File: src/hdl/tmwf_pkg.sv
// Package: shared defaults and control bundles of the trimmed mean window filter.
package tmwf_pkg;

  localparam int SHIFT_DEF       = 2;
  localparam int SAMPLE_BITS_DEF = 12;

  typedef struct packed {
    logic load;
    logic rotate;
  } cell_ctrl_t;

  typedef struct packed {
    logic clear;
    logic take;
  } acc_ctrl_t;

endpackage

File: src/hdl/tmwf_cell.sv
// Module: one window cell, a sample register that loads from its left neighbor.
module tmwf_cell #(
  parameter int SAMPLE_BITS = tmwf_pkg::SAMPLE_BITS_DEF
) (
  input  logic                   clk,
  input  logic                   rst,
  input  tmwf_pkg::cell_ctrl_t   ctrl,
  input  logic [SAMPLE_BITS-1:0] din,
  output logic [SAMPLE_BITS-1:0] dout
);

  logic [SAMPLE_BITS-1:0] value;

  always_ff @(posedge clk) begin
    if (rst) begin
      value <= '0;
    end else if (ctrl.load || ctrl.rotate) begin
      value <= din;
    end
  end

  assign dout = value;

endmodule

File: src/hdl/tmwf_accum.sv
// Module: running min, max and sum over the sweep, and the trimmed mean.
module tmwf_accum #(
  parameter int SHIFT       = tmwf_pkg::SHIFT_DEF,
  parameter int SAMPLE_BITS = tmwf_pkg::SAMPLE_BITS_DEF
) (
  input  logic                   clk,
  input  tmwf_pkg::acc_ctrl_t    ctrl,
  input  logic [SAMPLE_BITS-1:0] din,
  output logic [SAMPLE_BITS-1:0] result
);

  localparam int SUM_BITS = SAMPLE_BITS + SHIFT + 1;

  logic [SUM_BITS-1:0]    sum;
  logic [SAMPLE_BITS-1:0] lo;
  logic [SAMPLE_BITS-1:0] hi;
  logic [SUM_BITS-1:0]    trimmed;

  always_ff @(posedge clk) begin
    if (ctrl.clear) begin
      sum <= '0;
      lo  <= '1;
      hi  <= '0;
    end else if (ctrl.take) begin
      sum <= sum + SUM_BITS'(din);
      if (din < lo) begin
        lo <= din;
      end
      if (din > hi) begin
        hi <= din;
      end
    end
  end

  assign trimmed = sum - SUM_BITS'(lo) - SUM_BITS'(hi);
  assign result  = trimmed[SHIFT +: SAMPLE_BITS];

endmodule

File: src/hdl/trimmed_mean_window_filter.sv
// Top level: trimmed mean moving average filter over a rotating chain of sample cells.
// Each accepted sample enters the head of a chain of 2^SHIFT+2 cells (reset to zero) and
// pushes the oldest one out. The chain then rotates once around, one cell per cycle, while
// an accumulator collects sum, minimum and maximum from its tail; the result is the sum
// without one minimum and one maximum, shifted right by SHIFT. A new sample is taken only
// once the rotation over the chain is done and its result is registered, which waits while
// a stalled earlier result still holds the output; the result sits in an output register,
// so the next sample is taken while it waits.
module trimmed_mean_window_filter #(
  parameter int SHIFT       = tmwf_pkg::SHIFT_DEF,
  parameter int SAMPLE_BITS = tmwf_pkg::SAMPLE_BITS_DEF
) (
  input  logic                   clk,
  input  logic                   rst,
  input  logic                   in_valid,
  output logic                   in_stall,
  input  logic [SAMPLE_BITS-1:0] sample,
  output logic                   out_valid,
  input  logic                   out_stall,
  output logic [SAMPLE_BITS-1:0] filtered
);

  localparam int WINDOW_LEN = (1 << SHIFT) + 2;
  localparam int CNT_W      = $clog2(WINDOW_LEN + 1);

  logic                   busy;
  logic [CNT_W-1:0]       cnt;
  logic                   accept;
  logic                   sweep;
  logic                   finish;
  tmwf_pkg::cell_ctrl_t   cell_ctrl;
  tmwf_pkg::acc_ctrl_t    acc_ctrl;
  logic [SAMPLE_BITS-1:0] chain [WINDOW_LEN+1];
  logic [SAMPLE_BITS-1:0] result;

  assign in_stall = busy;
  assign accept   = in_valid && !busy;
  assign sweep    = busy && (cnt != CNT_W'(WINDOW_LEN));
  assign finish   = busy && (cnt == CNT_W'(WINDOW_LEN)) && !(out_valid && out_stall);

  assign cell_ctrl.load   = accept;
  assign cell_ctrl.rotate = sweep;
  assign acc_ctrl.clear   = accept;
  assign acc_ctrl.take    = sweep;

  assign chain[0] = accept ? sample : chain[WINDOW_LEN];

  for (genvar k = 0; k < WINDOW_LEN; k++) begin : g_cell
    tmwf_cell #(
      .SAMPLE_BITS(SAMPLE_BITS)
    ) u_cell (
      .clk (clk),
      .rst (rst),
      .ctrl(cell_ctrl),
      .din (chain[k]),
      .dout(chain[k+1])
    );
  end

  tmwf_accum #(
    .SHIFT      (SHIFT),
    .SAMPLE_BITS(SAMPLE_BITS)
  ) u_accum (
    .clk   (clk),
    .ctrl  (acc_ctrl),
    .din   (chain[WINDOW_LEN]),
    .result(result)
  );

  always_ff @(posedge clk) begin
    if (rst) begin
      busy      <= 1'b0;
      cnt       <= '0;
      out_valid <= 1'b0;
    end else begin
      if (accept) begin
        busy <= 1'b1;
        cnt  <= '0;
      end else if (sweep) begin
        cnt <= cnt + 1'b1;
      end else if (finish) begin
        busy <= 1'b0;
        cnt  <= '0;
      end
      if (finish) begin
        out_valid <= 1'b1;
      end else if (!out_stall) begin
        out_valid <= 1'b0;
      end
    end
  end

  always_ff @(posedge clk) begin
    if (finish) begin
      filtered <= result;
    end
  end

  a_accept_starts: assert property (@(posedge clk) disable iff (rst)
    accept |=> busy && (cnt == '0))
    else $error("sweep did not start after input transaction");

  a_cnt_range: assert property (@(posedge clk) disable iff (rst)
    cnt <= CNT_W'(WINDOW_LEN))
    else $error("sweep counter out of range");

  a_result_from_sweep: assert property (@(posedge clk) disable iff (rst)
    $rose(out_valid) |-> $past(busy) && !busy)
    else $error("result appeared without a finished sweep");

  a_idle_cnt: assert property (@(posedge clk) disable iff (rst)
    !busy |-> (cnt == '0))
    else $error("sweep counter not cleared while idle");

endmodule
File: config.mk
export PLATFORM = sky130hd
export DESIGN_NAME = trimmed_mean_window_filter
export DESIGN_NICKNAME = d
export VERILOG_FILES = /design/src/hdl/tmwf_pkg.sv /design/src/hdl/tmwf_cell.sv /design/src/hdl/tmwf_accum.sv /design/src/hdl/trimmed_mean_window_filter.sv
export SDC_FILE = /design/constraint.sdc
export NUM_CORES = 1
export LEC_CHECK = 0
export BUFFER_PORTS_ARGS = -buffer_cell sky130_fd_sc_hd__buf_2
export CORE_ASPECT_RATIO = 2
export CORE_MARGIN = 2
export CORE_UTILIZATION = 25
export CTS_BUF_LIST = sky130_fd_sc_hd__clkbuf_4 sky130_fd_sc_hd__clkbuf_8
export DETAILED_ROUTE_END_ITERATION = 8
export PLACE_DENSITY = 0.49
export SLEW_MARGIN = 20
export SYNTH_ARGS = -nofsm -noshare
export SYNTH_HDL_FRONTEND = slang
export SYNTH_SLANG_ARGS = --single-unit
export TNS_END_PERCENT = 30
File: constraint.sdc
create_clock -name clk -period 3.25 [get_ports clk]
set_input_delay 0.325 -clock clk [delete_from_list [all_inputs] [get_ports clk]]
set_output_delay 0.325 -clock clk [all_outputs]
set_load 0.1 [all_outputs]
==> results.sh <==
export IMPL_maxCapViolations=0
export IMPL_unrepaired_setup_endpoints_after_global_routing="false"
export IMPL_core_area_sq_um=25000
export IMPL_htree_num_levels=4
export IMPL_fillerInstances=2730
export IMPL_post_route_period_util_pct=85.8
export IMPL_finalHoldViolCount=0
export IMPL_layout_cells_most_common="sky130_fd_sc_hd__nand2_1"
export IMPL_timing_critical_path_buf_inv=1
export IMPL_clockRootBuffer="sky130_fd_sc_hd__clkbuf_8"
export IMPL_post_route_worst_setup_slack_ns=0.461
export IMPL_layout_common_cells="sky130_fd_sc_hd__nand2_1 (168), sky130_fd_sc_hd__dfxtp_1 (115), sky130_fd_sc_hd__a21oi_1 (90)"
export IMPL_synthCells=721
export IMPL_cts_repair_timing_setup_buffer_count=0
export IMPL_width_of_the_die_microns=117
export IMPL_synth_area_leader_cell="sky130_fd_sc_hd__dfxtp_1"
export IMPL_start_util_pct=25.3
export IMPL_syn_cell_area_sq_um=6340
export IMPL_drt_drc_violations_left=0
export IMPL_synth_distinct_cells=60
export IMPL_final_hold_worst_slack_ns=0.139
export IMPL_grt_util_all_layers_pct=12.9
export IMPL_clock_sinks=127
export IMPL_post_synth_cell_area_avg_sq_um=8.79
export IMPL_synth_sequential_area_ratio_pct=42.0
export IMPL_power_per_cell_area_nw_per_um2=513
export IMPL_fmax_ghz=0.359
export IMPL_cpLargestDelayFamily="compound AO/OA/AOI/OAI gates"
export IMPL_cts_buffer_depth=2
export IMPL_multi_input_gate_area_in_the_final_layout_sq_um=3410
export IMPL_slew_limit_headroom_pct=53.9
export IMPL_drt_wirelength_per_cell_microns=15.0
export IMPL_post_synth_top_area_fraction_pct=36.3
export IMPL_chipHeight_microns=229
export IMPL_clock_skew_ns=0.0123
export IMPL_yosys_most_used_dff="sky130_fd_sc_hd__dfxtp_1"
export IMPL_drt_vias_per_instance=4.57
export IMPL_design_power_total_mw=3.77
export IMPL_grt_pass1_wl_microns=26100
export IMPL_cts_tree="built"
export IMPL_nNetsFinal=827
export IMPL_critical_path_cell_chain="inv_1 -> fa_1 -> ha_1 -> a21o_1 -> a21oi_1 -> a21oi_1 -> o211a_1 -> o41ai_1 -> xnor2_1"
export IMPL_crit_path_max_incr_delay_ns=0.47
export IMPL_number_of_antenna_violations_at_the_first_check_in_global_routing=0
export IMPL_critPathCaptureType="flop"
export IMPL_first_global_vias=5029
export IMPL_critical_path_startpoint_type="flop"
export IMPL_post_synth_edffs=12
export IMPL_die_area_sq_um=26700
export IMPL_vias=5017
export IMPL_detail_route_antenna_nets=0
export IMPL_insertedDiodeCount=0
export IMPL_drt_pre_antenna_iters=4
export IMPL_critPathRequiredTime_ns=3.46
export IMPL_syn_num_nets=799
export IMPL_final_max_slew_violation_count=0
export IMPL_post_dp_hpwl_microns=11900
export IMPL_numCtsBuffers=17
export IMPL_dpl_cell_area_sq_um=6890
export IMPL_cp_max_fo=4
export IMPL_worst_path_max_delay_cell="sky130_fd_sc_hd__fa_1"
export IMPL_power_ir_vdd_worst_v=0.000198
export IMPL_final_period_minus_worst_setup_slack_ns=2.79
export IMPL_route_final_wire_length_microns=16500
export IMPL_signal_arrival_time_at_the_worst_endpoint_ns=3.00
export IMPL_power_static_leakage_nw=2.86
export IMPL_num_rows=82
export IMPL_setup_viol_count_final=0
export IMPL_layout_area_seq_sq_um=2660
export IMPL_holdBufCountCts=0
export IMPL_status="complete, no violations"
export IMPL_final_cell_area_sq_um=7340
export IMPL_worst_pin_slew_ns=0.691
export IMPL_ctsResizeCount=0
export IMPL_setup_total_negative_slack_ns=0
export IMPL_clk_insertion_delay_late_ns=0.46
export IMPL_most_frequent_cell_on_the_critical_path="sky130_fd_sc_hd__a21oi_1"
export IMPL_ys_top_cells_by_area="sky130_fd_sc_hd__dfxtp_1 (36%), sky130_fd_sc_hd__nand2_1 (10%), sky130_fd_sc_hd__ha_1 (9.9%)"
export IMPL_cts_clk_slew_worst_paths_ns=0.08
export IMPL_grt_start_max_net_pins=61
export IMPL_initialDrtViolationCount=178
export IMPL_area_growth_syn_to_layout_pct=15.8
export IMPL_ys_seq_elements=127
export IMPL_preCtsSetupSlack_ns=0.475
export IMPL_portBuffers=29
export IMPL_gp_routability_congestion=0.799
export IMPL_ys_async_sr_fraction_pct=0
export IMPL_ioPinCount=30
export IMPL_setup_worst_path_class="flop to flop"
export IMPL_global_route_overflow_total=0
export IMPL_worst_hold_path_type="primary input to flop"
export IMPL_yosysWarnings=0
export IMPL_post_route_cells_drive_above_1_share_pct=13.3
[final cells by class]
type                    instances  area share [%]
clock buffers                  22            3.95
clock inverters                10            2.15
inverters                      33            1.69
multi-input cells             525            46.4
flip-flops and latches        127            36.3
well taps                     336            5.73
repair buffers                 45            3.78
[power by group]
| part | internal, mW | leakage, nW | switching, mW |
|---|---|---|---|
| Combinational | 0.206 | 1.59 | 0.337 |
| Clock | 0.912 | 0.230 | 0.646 |
| Sequential | 1.65 | 1.04 | 0.0200 |
[state kept, by name (all words and copies together) (netlist names)]
register            flops
g_cell.u_cell.dout     72
u_accum.sum            14
filtered               12
u_accum.hi             12
u_accum.lo             12
cnt                     3
in_stall                1
out_valid               1
[layer usage]
metal	global-route usage (%)	part of all wire, %	vias to the layer above
met5	0	0	-
met4	5.48	2.5	0
met3	2.94	2.9	26
met2	24.5	56	76
met1	13.0	38	2384
li1	-	-	2531
[cells by family after synthesis]
| kind of cell | after synthesis | share of synthesized area [%] |
|---|---|---|
| buffers and inverters | 69 | 4.50 |
| flip-flops | 127 | 42.0 |
| AND/OR/NAND/NOR | 247 | 16.0 |
| XOR/XNOR | 19 | 2.62 |
| multiplexers | 14 | 2.23 |
| AO/OA/AOI/OAI | 183 | 19.0 |
| adder cells (fa/ha/maj) | 62 | 13.7 |
[metrics by stage]
stage | utilization (%) | std cells
after floorplan | - | 721
after global placement | 27.5 | 1066
after detailed placement | 27.5 | 1066
after CTS | 29.3 | 1098
after global routing | 29.3 | 1098
final | 29.3 | 1098
[synth_stat cells (10+ instances only)]
cell                       instances
sky130_fd_sc_hd__ha_1             50
sky130_fd_sc_hd__inv_1            33
sky130_fd_sc_hd__o21ai_0          27
sky130_fd_sc_hd__a21oi_1          90
sky130_fd_sc_hd__clkbuf_1         25
sky130_fd_sc_hd__edfxtp_1         12
sky130_fd_sc_hd__nand3_1          11
sky130_fd_sc_hd__xnor2_1          11
sky130_fd_sc_hd__nor2_1           39
sky130_fd_sc_hd__dfxtp_1         115
sky130_fd_sc_hd__mux2i_1          13
sky130_fd_sc_hd__nand2_1         169
sky130_fd_sc_hd__fa_1             12
sky130_fd_sc_hd__a21o_1           10
[worst min-delay path, delay by kind of cell]
kind,cells,cell delay [ns]
buf+inv,1,0.09
simple gates,1,0.08
compound gates,1,0.06
[worst paths after layout]
check	startpoint	endpoint	slack [ns]	cells past startpoint
worst min-delay path	out_stall	out_valid	0.14	3
worst max-delay path	u_accum.hi[3]	filtered[9]	0.46	9
worst max register to register	u_accum.hi[3]	filtered[9]	0.46	9
worst min register to register	g_cell[3].u_cell.dout[1]	g_cell[3].u_cell.dout[1]	0.45	2
Note: power is estimated with default switching activity, not from simulation.
